<file path="config.mk">
export PLATFORM = sky130hd
export DESIGN_NAME = sli_front
export DESIGN_NICKNAME = d
export VERILOG_FILES = /design/src/rtl/sorted_list_insert_and_merge_top_defines.svh /design/src/rtl/sli_pkg.sv /design/src/rtl/sli_front.sv
export SDC_FILE = /design/constraint.sdc
export NUM_CORES = 1
export LEC_CHECK = 0
export BUFFER_PORTS_ARGS = -buffer_cell sky130_fd_sc_hd__buf_2
export CORE_ASPECT_RATIO = 0.5
export CORE_MARGIN = 2
export CORE_UTILIZATION = 46
export CTS_CLUSTER_DIAMETER = 100
export DETAILED_ROUTE_END_ITERATION = 8
export GPL_ROUTABILITY_DRIVEN = 0
export PLACE_DENSITY = 0.83
export SLEW_MARGIN = 20
export SYNTH_ARGS = -nofsm -noshare
export SYNTH_HDL_FRONTEND = slang
export SYNTH_SLANG_ARGS = --single-unit
</file>
<file path="constraint.sdc">
create_clock -name aclk -period 4.3 [get_ports aclk]
set_input_delay 1.075 -clock aclk [delete_from_list [all_inputs] [get_ports aclk]]
set_output_delay 1.075 -clock aclk [all_outputs]
set_load 0.02 [all_outputs]
</file>
<file path="src/rtl/sorted_list_insert_and_merge_top_defines.svh">
// Assertion macros used by the back end of the sorted list RTL.
`ifndef SORTED_LIST_INSERT_AND_MERGE_TOP_DEFINES_SVH
`define SORTED_LIST_INSERT_AND_MERGE_TOP_DEFINES_SVH

// Same-cycle implication, checked on every rising edge outside reset.
`define SLI_ASSERT_IMPLY(lbl, ante, cons, msg) \
    lbl: assert property (@(posedge aclk) disable iff (!aresetn) (ante) |-> (cons)) \
        else $error(msg);

// Next-cycle implication, checked on every rising edge outside reset.
`define SLI_ASSERT_NEXT(lbl, ante, cons, msg) \
    lbl: assert property (@(posedge aclk) disable iff (!aresetn) (ante) |=> (cons)) \
        else $error(msg);

`endif

</file>
<file path="src/rtl/sli_pkg.sv">
// Shared types, codes and constants of the sorted list insert and merge block.
`default_nettype none

package sli_pkg;

    localparam int LIST_DEPTH_DEF  = 32;
    localparam int QUEUE_DEPTH_DEF = 2;
    localparam int CAP_W           = 6;
    localparam int VALUE_W         = 32;
    localparam int APB_ADDR_W      = 3;
    localparam int APB_DATA_W      = 32;

    localparam logic [CAP_W-1:0] CAP_RESET = 6'd32;

    // Register selects (word address bit of the configuration port).
    localparam logic REG_SEL_CAP_A = 1'b0;
    localparam logic REG_SEL_CAP_B = 1'b1;

    // Input function codes.
    localparam logic [1:0] FUNC_INS_A = 2'd0;
    localparam logic [1:0] FUNC_INS_B = 2'd1;
    localparam logic [1:0] FUNC_MERGE = 2'd2;
    localparam logic [1:0] FUNC_CLEAR = 2'd3;

    // Result kind codes.
    localparam logic [1:0] KIND_INS_ACK = 2'd0;
    localparam logic [1:0] KIND_ELEM    = 2'd1;
    localparam logic [1:0] KIND_EMPTY   = 2'd2;
    localparam logic [1:0] KIND_CLR_ACK = 2'd3;

    typedef enum logic [1:0] {
        OP_INS_A,
        OP_INS_B,
        OP_MERGE,
        OP_CLEAR
    } op_t;

    typedef enum logic {
        ST_IDLE,
        ST_MERGE
    } back_state_t;

    typedef struct packed {
        logic [1:0]                func;
        logic signed [VALUE_W-1:0] value;
    } in_t;

    typedef struct packed {
        logic [1:0]                kind;
        logic                      accepted;
        logic signed [VALUE_W-1:0] element;
        logic                      last;
    } out_t;

    typedef struct packed {
        op_t                       op;
        logic signed [VALUE_W-1:0] value;
    } cmd_t;

    // Control from the back end to one list.
    typedef struct packed {
        logic ins_en;
        logic clr_en;
    } list_ctrl_t;

endpackage

`default_nettype wire

</file>
<file path="src/rtl/sli_front.sv">
// Front end: accepts input transactions and classifies them into commands.
`default_nettype none

module sli_front (
    input  wire logic         aclk,
    input  wire logic         aresetn,
    input  wire logic         s_valid,
    output logic              s_ready,
    input  wire sli_pkg::in_t s_payload,
    input  wire logic         q_full,
    output logic              q_push,
    output sli_pkg::cmd_t     q_data
);

    logic          hold_valid_reg, hold_valid_next;
    sli_pkg::cmd_t hold_cmd_reg;
    sli_pkg::cmd_t cmd_dec;
    logic          accept;

    assign q_push  = hold_valid_reg;
    assign q_data  = hold_cmd_reg;
    assign s_ready = !hold_valid_reg || !q_full;
    assign accept  = s_valid && s_ready;

    // Only inserts carry a value downstream.
    always_comb begin
        cmd_dec.value = '0;
        case (s_payload.func)
            sli_pkg::FUNC_INS_A: begin
                cmd_dec.op    = sli_pkg::OP_INS_A;
                cmd_dec.value = s_payload.value;
            end
            sli_pkg::FUNC_INS_B: begin
                cmd_dec.op    = sli_pkg::OP_INS_B;
                cmd_dec.value = s_payload.value;
            end
            sli_pkg::FUNC_MERGE: cmd_dec.op = sli_pkg::OP_MERGE;
            sli_pkg::FUNC_CLEAR: cmd_dec.op = sli_pkg::OP_CLEAR;
            default:             cmd_dec.op = sli_pkg::OP_CLEAR;
        endcase
    end

    always_comb begin
        hold_valid_next = hold_valid_reg;
        if (accept) begin
            hold_valid_next = 1'b1;
        end else if (!q_full) begin
            hold_valid_next = 1'b0;
        end
    end

    always_ff @(posedge aclk) begin
        if (!aresetn) begin
            hold_valid_reg <= 1'b0;
        end else begin
            hold_valid_reg <= hold_valid_next;
        end
    end

    always_ff @(posedge aclk) begin
        if (accept) begin
            hold_cmd_reg <= cmd_dec;
        end
    end

endmodule

`default_nettype wire

</file>
==> summary.md <==
| Metric | Value |
|---|---|
| Outcome | `completed` |
| Detail Route Antenna Nets | `0` |
| GRT Util Overall | `16.4%` |
| Most frequent cell after synthesis | `edfxtp_1` |
| Tcrit/Tclk final | `58.5%` |
| Yosys cell types | `8` |
| Total Wirelength | `2.41 mm` |
| RSZ-0062 raised after global routing | `false` |
| Die area | `3280 um2` |
| Cell row count | `13` |
| TritonCTS buffer count | `5` |
| Clk slew on worst S/H paths | `0.06 ns` |
| Main synth FF type | `edfxtp_1` |
| Number of clock sinks | `35` |
| P_leak | `0.780 nW` |
| Crit path required time | `3.22 ns` |
| Post-synth top area share | `79.0%` |
| Worst vdd ir | `0.175 mV` |
| Setup_tns | `0 ns` |
| Worst Max-Slew Pin Slew | `0.525 ns` |
| H-tree levels | `2` |
| Max Freq | `397 MHz` |
| Largest area contributor in the netlist | `edfxtp_1` |
| Initial Utilization | `49.1%` |
| Root Buffer | `clkbuf_8` |
| Yosys warns | `0` |
| DR vias/cell | `4.41` |
| Largest net degree at the start of global routing | `35` |
| Setup-failing EPs final | `0` |
| Grt ovf | `0` |
| Synthesized cell area | `1290 um2` |
| Post-layout min period | `2.52 ns` |
| Setup CP Type | `primary input to output pin` |
| Die Wd | `79.0 um` |
| # diodes | `0` |
| Number of port buffers | `73` |
| Seq cells post-synth | `35` |
| Crit-path max FO | `2` |
| Main area contributors after synthesis | `edfxtp_1 79%, nor2b_1 16%, buf_4 1.7%` |
| DP HPWL | `1.68 mm` |
| I/O pin total | `74` |
| Fin. Hold Viols | `0` |
| First-pass GRT wire length | `3.86 mm` |
| Crit. End Element | `output pin` |
| CP startpoint kind | `primary input` |
| First-pass iteration count of the detailed router | `4` |
| Critical path arrival | `1.44 ns` |
| Initial antenna violation count | `0` |
| Core Area | `2640 um2` |
| Post-CTS Setup Bufs | `0` |
| Final max-slew violation count | `0` |
| Area Growth Syn to Fin | `38.4%` |
| Drt first-iter violations | `44` |
| Synth top cells by count | `34 x edfxtp_1, 33 x nor2b_1, 3 x buf_4, 2 x clkbuf_1` |
| Routed via count | `838` |
| Synthesized Nets | `114` |
| Min Hold Slack | `0.531 ns` |
| Post-CTS resize count | `0` |
| Share of post-route cells with drive strength above 1 | `52.9%` |
| Sequential area share after synthesis | `80.5%` |
| Vert. Die Dim | `41.5 um` |
| CTS Hold Bufs | `0` |
| # nets final | `190` |
| Power per cell area | `434 nW/um2` |
| Later-pin clock latency in the skew report | `0.28 ns` |
| Vias in the first global route | `881` |
| Clk buf depth | `2` |
| TritonCTS clock tree | `done` |
| DRC | `0` |
| Post-synthesis async set-or-reset flop share | `0%` |
| Cells after Synth | `76` |
| Drt wl/cell | `12.7 um` |
| Syn Area/Cell | `17.0 um2` |
| EDFF count, synth | `34` |
| Max-cap violations | `0` |
| Clk_skew | `0.00389 ns` |
| Max_slew headroom | `65.0%` |
| Hold Path Class | `flip-flop to flip-flop` |
## flip-flops by register name, summed over array words and instances (netlist names)
name	cells
q_push	1
q_data	34
## routing by layer
layer  GRT usage (%)  wire length, um  share of wire [%]  vias up
li1                -                -                  -      411
met1            14.8              801                 33      382
met2            31.7             1420                 59       35
met3            5.00              120                5.0       10
met4            10.3               68                2.8        0
met5               0                0                  0        -
## through the flow
stage          cell area, um2  power [mW]  util (%)  setup WS, ns  cells
3_5_place_dp             1680       0.502      63.8          1.79    182
2_1_floorplan            1290       0.465         -          1.77     76
6_report                 1790       0.776      67.9          1.78    190
4_1_cts                  1790       0.784      67.9          1.78    190
5_1_grt                  1790       0.808      67.9          1.77    190
3_3_place_gp             1680       0.499      63.8          1.83    182
## final cells by class
| type | instances | area (um2) |
|---|---|---|
| Multi-Input combinational cell | 36 | 221 |
| Clock inverter | 3 | 38.8 |
| Fill cell | 196 | 846 |
| Tap cell | 37 | 46.3 |
| Timing Repair Buffer | 74 | 373 |
| Sequential cell | 35 | 1040 |
| Clock buffer | 5 | 68.8 |
## critical path: stages
cell,delay [ns]
buf_2,0.11
nand2_1,0.08
buf_2,0.18
## cell families after synthesis
logic type	after synthesis	share of synthesized area (%)
simple gates	35	16.7
compound gates	1	0.387
flops	35	80.5
buf+inv	5	2.32
## power breakdown
part	total, mW	switching [mW]	internal (mW)
sequential	0.405	0.00503	0.400
clock	0.282	0.113	0.170
combinational	0.0894	0.0547	0.0347
## final timing paths
kind | depth (start not counted) | slack (ns) | to | startpoint
setup / recovery | 3 | 1.78 | s_ready | q_full
hold / removal | 2 | 0.53 | q_push | q_push
setup reg to reg | 3 | 3.05 | q_data[14] | q_push
hold reg to reg | 2 | 0.53 | q_push | q_push
## placed cells by master, fill, tap and decap left out
master,Yosys,final
a21oi_1,1,1
and2_1,1,1
buf_2,0,73
buf_4,3,1
bufinv_16,0,1
clkbuf_8,0,5
clkinv_1,0,1
clkinv_2,0,1
dfxtp_1,1,1
edfxtp_1,34,34
nand2_1,1,1
nor2b_1,33,33
Note: power is estimated with default switching activity, not from simulation.
