## src/rtl/sorted_list_insert_and_merge_top_defines.svh

```systemverilog
// Assertion macros used by the back end of the sorted list RTL.
`ifndef SORTED_LIST_INSERT_AND_MERGE_TOP_DEFINES_SVH
`define SORTED_LIST_INSERT_AND_MERGE_TOP_DEFINES_SVH

// Same-cycle implication, checked on every rising edge outside reset.
`define SLI_ASSERT_IMPLY(lbl, ante, cons, msg) \
    lbl: assert property (@(posedge aclk) disable iff (!aresetn) (ante) |-> (cons)) \
        else $error(msg);

// Next-cycle implication, checked on every rising edge outside reset.
`define SLI_ASSERT_NEXT(lbl, ante, cons, msg) \
    lbl: assert property (@(posedge aclk) disable iff (!aresetn) (ante) |=> (cons)) \
        else $error(msg);

`endif

```

## src/rtl/sli_pkg.sv

```systemverilog
// Shared types, codes and constants of the sorted list insert and merge block.
`default_nettype none

package sli_pkg;

    localparam int LIST_DEPTH_DEF  = 32;
    localparam int QUEUE_DEPTH_DEF = 2;
    localparam int CAP_W           = 6;
    localparam int VALUE_W         = 32;
    localparam int APB_ADDR_W      = 3;
    localparam int APB_DATA_W      = 32;

    localparam logic [CAP_W-1:0] CAP_RESET = 6'd32;

    // Register selects (word address bit of the configuration port).
    localparam logic REG_SEL_CAP_A = 1'b0;
    localparam logic REG_SEL_CAP_B = 1'b1;

    // Input function codes.
    localparam logic [1:0] FUNC_INS_A = 2'd0;
    localparam logic [1:0] FUNC_INS_B = 2'd1;
    localparam logic [1:0] FUNC_MERGE = 2'd2;
    localparam logic [1:0] FUNC_CLEAR = 2'd3;

    // Result kind codes.
    localparam logic [1:0] KIND_INS_ACK = 2'd0;
    localparam logic [1:0] KIND_ELEM    = 2'd1;
    localparam logic [1:0] KIND_EMPTY   = 2'd2;
    localparam logic [1:0] KIND_CLR_ACK = 2'd3;

    typedef enum logic [1:0] {
        OP_INS_A,
        OP_INS_B,
        OP_MERGE,
        OP_CLEAR
    } op_t;

    typedef enum logic {
        ST_IDLE,
        ST_MERGE
    } back_state_t;

    typedef struct packed {
        logic [1:0]                func;
        logic signed [VALUE_W-1:0] value;
    } in_t;

    typedef struct packed {
        logic [1:0]                kind;
        logic                      accepted;
        logic signed [VALUE_W-1:0] element;
        logic                      last;
    } out_t;

    typedef struct packed {
        op_t                       op;
        logic signed [VALUE_W-1:0] value;
    } cmd_t;

    // Control from the back end to one list.
    typedef struct packed {
        logic ins_en;
        logic clr_en;
    } list_ctrl_t;

endpackage

`default_nettype wire

```

## src/rtl/sli_fifo.sv

```systemverilog
// Short command queue between the front end and the back end.
`default_nettype none

module sli_fifo #(
    parameter int DEPTH = sli_pkg::QUEUE_DEPTH_DEF
) (
    input  wire logic          aclk,
    input  wire logic          aresetn,
    input  wire logic          push_valid,
    input  wire sli_pkg::cmd_t push_data,
    output logic               full,
    output logic               pop_valid,
    output sli_pkg::cmd_t      pop_data,
    input  wire logic          pop_en
);

    localparam int PTR_W = (DEPTH > 1) ? $clog2(DEPTH) : 1;
    localparam int CNT_W = $clog2(DEPTH + 1);

    sli_pkg::cmd_t    entries_reg [DEPTH];
    logic [PTR_W-1:0] wr_ptr_reg, wr_ptr_next;
    logic [PTR_W-1:0] rd_ptr_reg, rd_ptr_next;
    logic [CNT_W-1:0] fill_reg, fill_next;
    logic             do_push, do_pop;

    assign full      = (fill_reg == CNT_W'(DEPTH));
    assign pop_valid = (fill_reg != '0);
    assign pop_data  = entries_reg[rd_ptr_reg];
    assign do_push   = push_valid && !full;
    assign do_pop    = pop_en && pop_valid;

    always_comb begin
        wr_ptr_next = wr_ptr_reg;
        rd_ptr_next = rd_ptr_reg;
        fill_next   = fill_reg;
        if (do_push) begin
            wr_ptr_next = (wr_ptr_reg == PTR_W'(DEPTH - 1)) ? '0 : wr_ptr_reg + 1'b1;
        end
        if (do_pop) begin
            rd_ptr_next = (rd_ptr_reg == PTR_W'(DEPTH - 1)) ? '0 : rd_ptr_reg + 1'b1;
        end
        if (do_push && !do_pop) begin
            fill_next = fill_reg + 1'b1;
        end else if (do_pop && !do_push) begin
            fill_next = fill_reg - 1'b1;
        end
    end

    always_ff @(posedge aclk) begin
        if (!aresetn) begin
            wr_ptr_reg <= '0;
            rd_ptr_reg <= '0;
            fill_reg   <= '0;
        end else begin
            wr_ptr_reg <= wr_ptr_next;
            rd_ptr_reg <= rd_ptr_next;
            fill_reg   <= fill_next;
        end
    end

    always_ff @(posedge aclk) begin
        if (do_push) begin
            entries_reg[wr_ptr_reg] <= push_data;
        end
    end

endmodule

`default_nettype wire

```

## config.mk

```make
export PLATFORM = sky130hd
export DESIGN_NAME = sli_fifo
export DESIGN_NICKNAME = d
export VERILOG_FILES = /design/src/rtl/sorted_list_insert_and_merge_top_defines.svh /design/src/rtl/sli_pkg.sv /design/src/rtl/sli_fifo.sv
export SDC_FILE = /design/constraint.sdc
export NUM_CORES = 1
export LEC_CHECK = 0
export BUFFER_PORTS_ARGS = -buffer_cell sky130_fd_sc_hd__buf_2
export CAP_MARGIN = 20
export CORE_AREA = 2 2 82 103
export CTS_CLUSTER_SIZE = 30
export DETAILED_ROUTE_END_ITERATION = 8
export DIE_AREA = 0 0 84 105
export GPL_TIMING_DRIVEN = 1
export PLACE_DENSITY_LB_ADDON = 0.3
export REMOVE_ABC_BUFFERS = 1
export SLEW_MARGIN = 5
export SYNTH_ARGS = -nofsm -noshare
export SYNTH_HDL_FRONTEND = slang
export SYNTH_SLANG_ARGS = --single-unit
```

## constraint.sdc

```tcl
create_clock -name aclk -period 3.1 [get_ports aclk]
set_input_delay 0.62 -clock aclk [delete_from_list [all_inputs] [get_ports aclk]]
set_output_delay 0.62 -clock aclk [all_outputs]
set_load 0.01 [all_outputs]
```

==> out/metrics.yaml <==
outcome: "complete, no violations"
fp.dieW_um: 84
synthAdderAreaFrac: 0.004653
clkLatencyLatePin_ns: 0.33
final-hold-violation-count: 0
async_flop_share: 0
synth_top_area_share: 0.7594
holdWs_ns: 0.4699
synth_mux_area_frac: 0.1424
coreArea_um2: 7792
cp.arrival_ns: 1.72
relSlewSlack: 0.4395
clk_transition_reported_paths_ns: 0.07
synth_compound_area_frac: 0.01210
clock_path_buffers: 2
synth-seq-area-share: 0.7966
synthTopCellsByArea: "edfxtp_1 (76%), mux2_2 (14%), dfxtp_1 (3.7%)"
port-buffer-count: 73
htreeDepth: 3
critical_path_class: "flip-flop to primary output"
syn_area_per_cell_um2: 20.53
maxCapViolCount: 0
synth_xor_area_frac: 0.009772
power_density_nw_per_um2: 795.6
critPathCaptureType: "primary output"
area_growth_pct: 25.03
synthSimpleGateAreaFrac: 0.02141
tns_ns: 0
drcViolationCount: 0
regArea_um2: 2143
gr-usage-all-layers: 0.1141
postCtsHoldBufs: 0
maxSlewViolCount: 0
syn_inst: 131
place_congestion: 0.6454
critPathLaunchType: "flip-flop"
p_leak_uw: 0.001257
skew_ns: 0.006255
totalPowerFinal_uw: 2675
drive_gt1_frac: 0.5845
worstRegToRegCells: 2
io_pins: 74
wire_per_inst_um: 14.96
grt_pass1_vias: 1554
post_cts_resized: 0
cts_tree: "done"
row_count: 36
cts_sinks: 73
drtIter0Drc: 61
cts_root_buffer: "clkbuf_8"
required_ns: 2.48
grt_pass1_wl_mm: 7.507
ys.flop_type: "edfxtp_1"
finalSetupViolCount: 0
grt_setup_unrepaired: "no"
critPathMaxFanout: 27
tightest_slew_ns: 0.8408
crit_path_end: "pop_data[4]"
ant_nets: 0
grt-ovfl-total: 0
ys_types: 22
ys_seq_elements: 73
drt_wl_total_mm: 4.699
die_height_um: 105
most-common-layout-cells: "buf_2 (73), edfxtp_1 (68), mux2_2 (34), clkbuf_8 (9), dfxtp_1 (4)"
final_core_util: 0.4314
diodes: 0
finalCriticalPeriod_ns: 2.337
grt_max_degree: 35
layout_commonest_cell: "buf_2"
timing.fmax_mhz: 427.9
numCtsBuffers: 9
firstDrtPassIters: 4
design.die.area_um2: 8820
timing.rr.end: "entries_reg[1][14]"
synth-edff-count: 68
ir_drop_mv: 0.4291
viasPerCell: 4.433
synth_top_family_by_area: "multiplexers"
largest_register_ffs: 68
finalCritPeriodShare: 0.7538
dpl.hpwl_mm: 3.050
syn-cell-area_um2: 2689
antenna_found_initial: 0
min_path_type: "primary input to flip-flop"
nets: 253
r2r_start: "fill_reg[0]"
num_vias: 1392
post-cts-setup-buffers: 0
ys.warnings.count: 0
synth_top_area_cell: "edfxtp_1"
start_util: 0.3451
r2r_slack_ns: 1.37
multiInputGateArea_um2: 519.2
nFillCells: 726
per-layer routing:
metal,global-route usage,part of all wire
met1,0.1259,0.39
met3,0.04739,0.059
met5,0,0
met4,0.04839,0.016
met2,0.1926,0.53
cells in the mapped netlist (2+ instances only):
cell,count
edfxtp_1,68
mux2_2,34
xnor2_1,2
buf_4,3
and2_1,3
dfxtp_1,5
where the power goes:
part | leakage, uW | switching [uW] | internal, uW | total (uW)
sequential | 0.000677 | 52.9 | 1240 | 1290
combinational | 0.000493 | 353 | 337 | 690
clock | 0.0000877 | 329 | 362 | 690
total | 0.00126 | 734 | 1940 | 2670
cell families (layout without fill, tap and decap cells):
group           count (synthesis)  count (layout)
simple gates                    9               9
mux                            34              34
compound gates                  5               5
buf+inv                         6              94
xor+xnor                        3               3
flops                          73              73
fa+ha+maj                       1               1
critical path: stages (launching register included):
cell	delay (ns)
dfxtp_2	0.44
buf_4	0.39
mux2_2	0.40
buf_2	0.15
metrics by stage:
stage | cell area, um2 | setup slack, ns | instances
2_1_floorplan | 2661 | 0.6080 | 127
3_3_place_gp | 3177 | 1.082 | 298
3_5_place_dp | 3177 | 1.071 | 298
4_1_cts | 3362 | 0.6976 | 314
5_1_grt | 3362 | 0.6557 | 314
6_report | 3362 | 0.7631 | 314
worst min-delay path by stage:
stage	startpoint	endpoint	slack, ns	depth (start not counted)
global route	push_data[11]	entries_reg[1][11]	0.44	1
CTS	push_data[18]	entries_reg[0][18]	0.45	1
global placement	fill_reg[1]	fill_reg[1]	0.50	2
finish	push_data[18]	entries_reg[1][18]	0.47	1
floorplan	fill_reg[1]	fill_reg[1]	0.48	2
detailed placement	fill_reg[1]	fill_reg[1]	0.52	2
area by class of cell:
cell class	instances	area share
Clock inverter	7	0.01824
Clock buffer	9	0.03684
Timing Repair Buffer	76	0.1154
Multi-Input combinational cell	52	0.1544
Tap cell	95	0.03536
Sequential cell	73	0.6375
Inverter	2	0.002233
No activity file was read; power rests on OpenSTA's default activity.
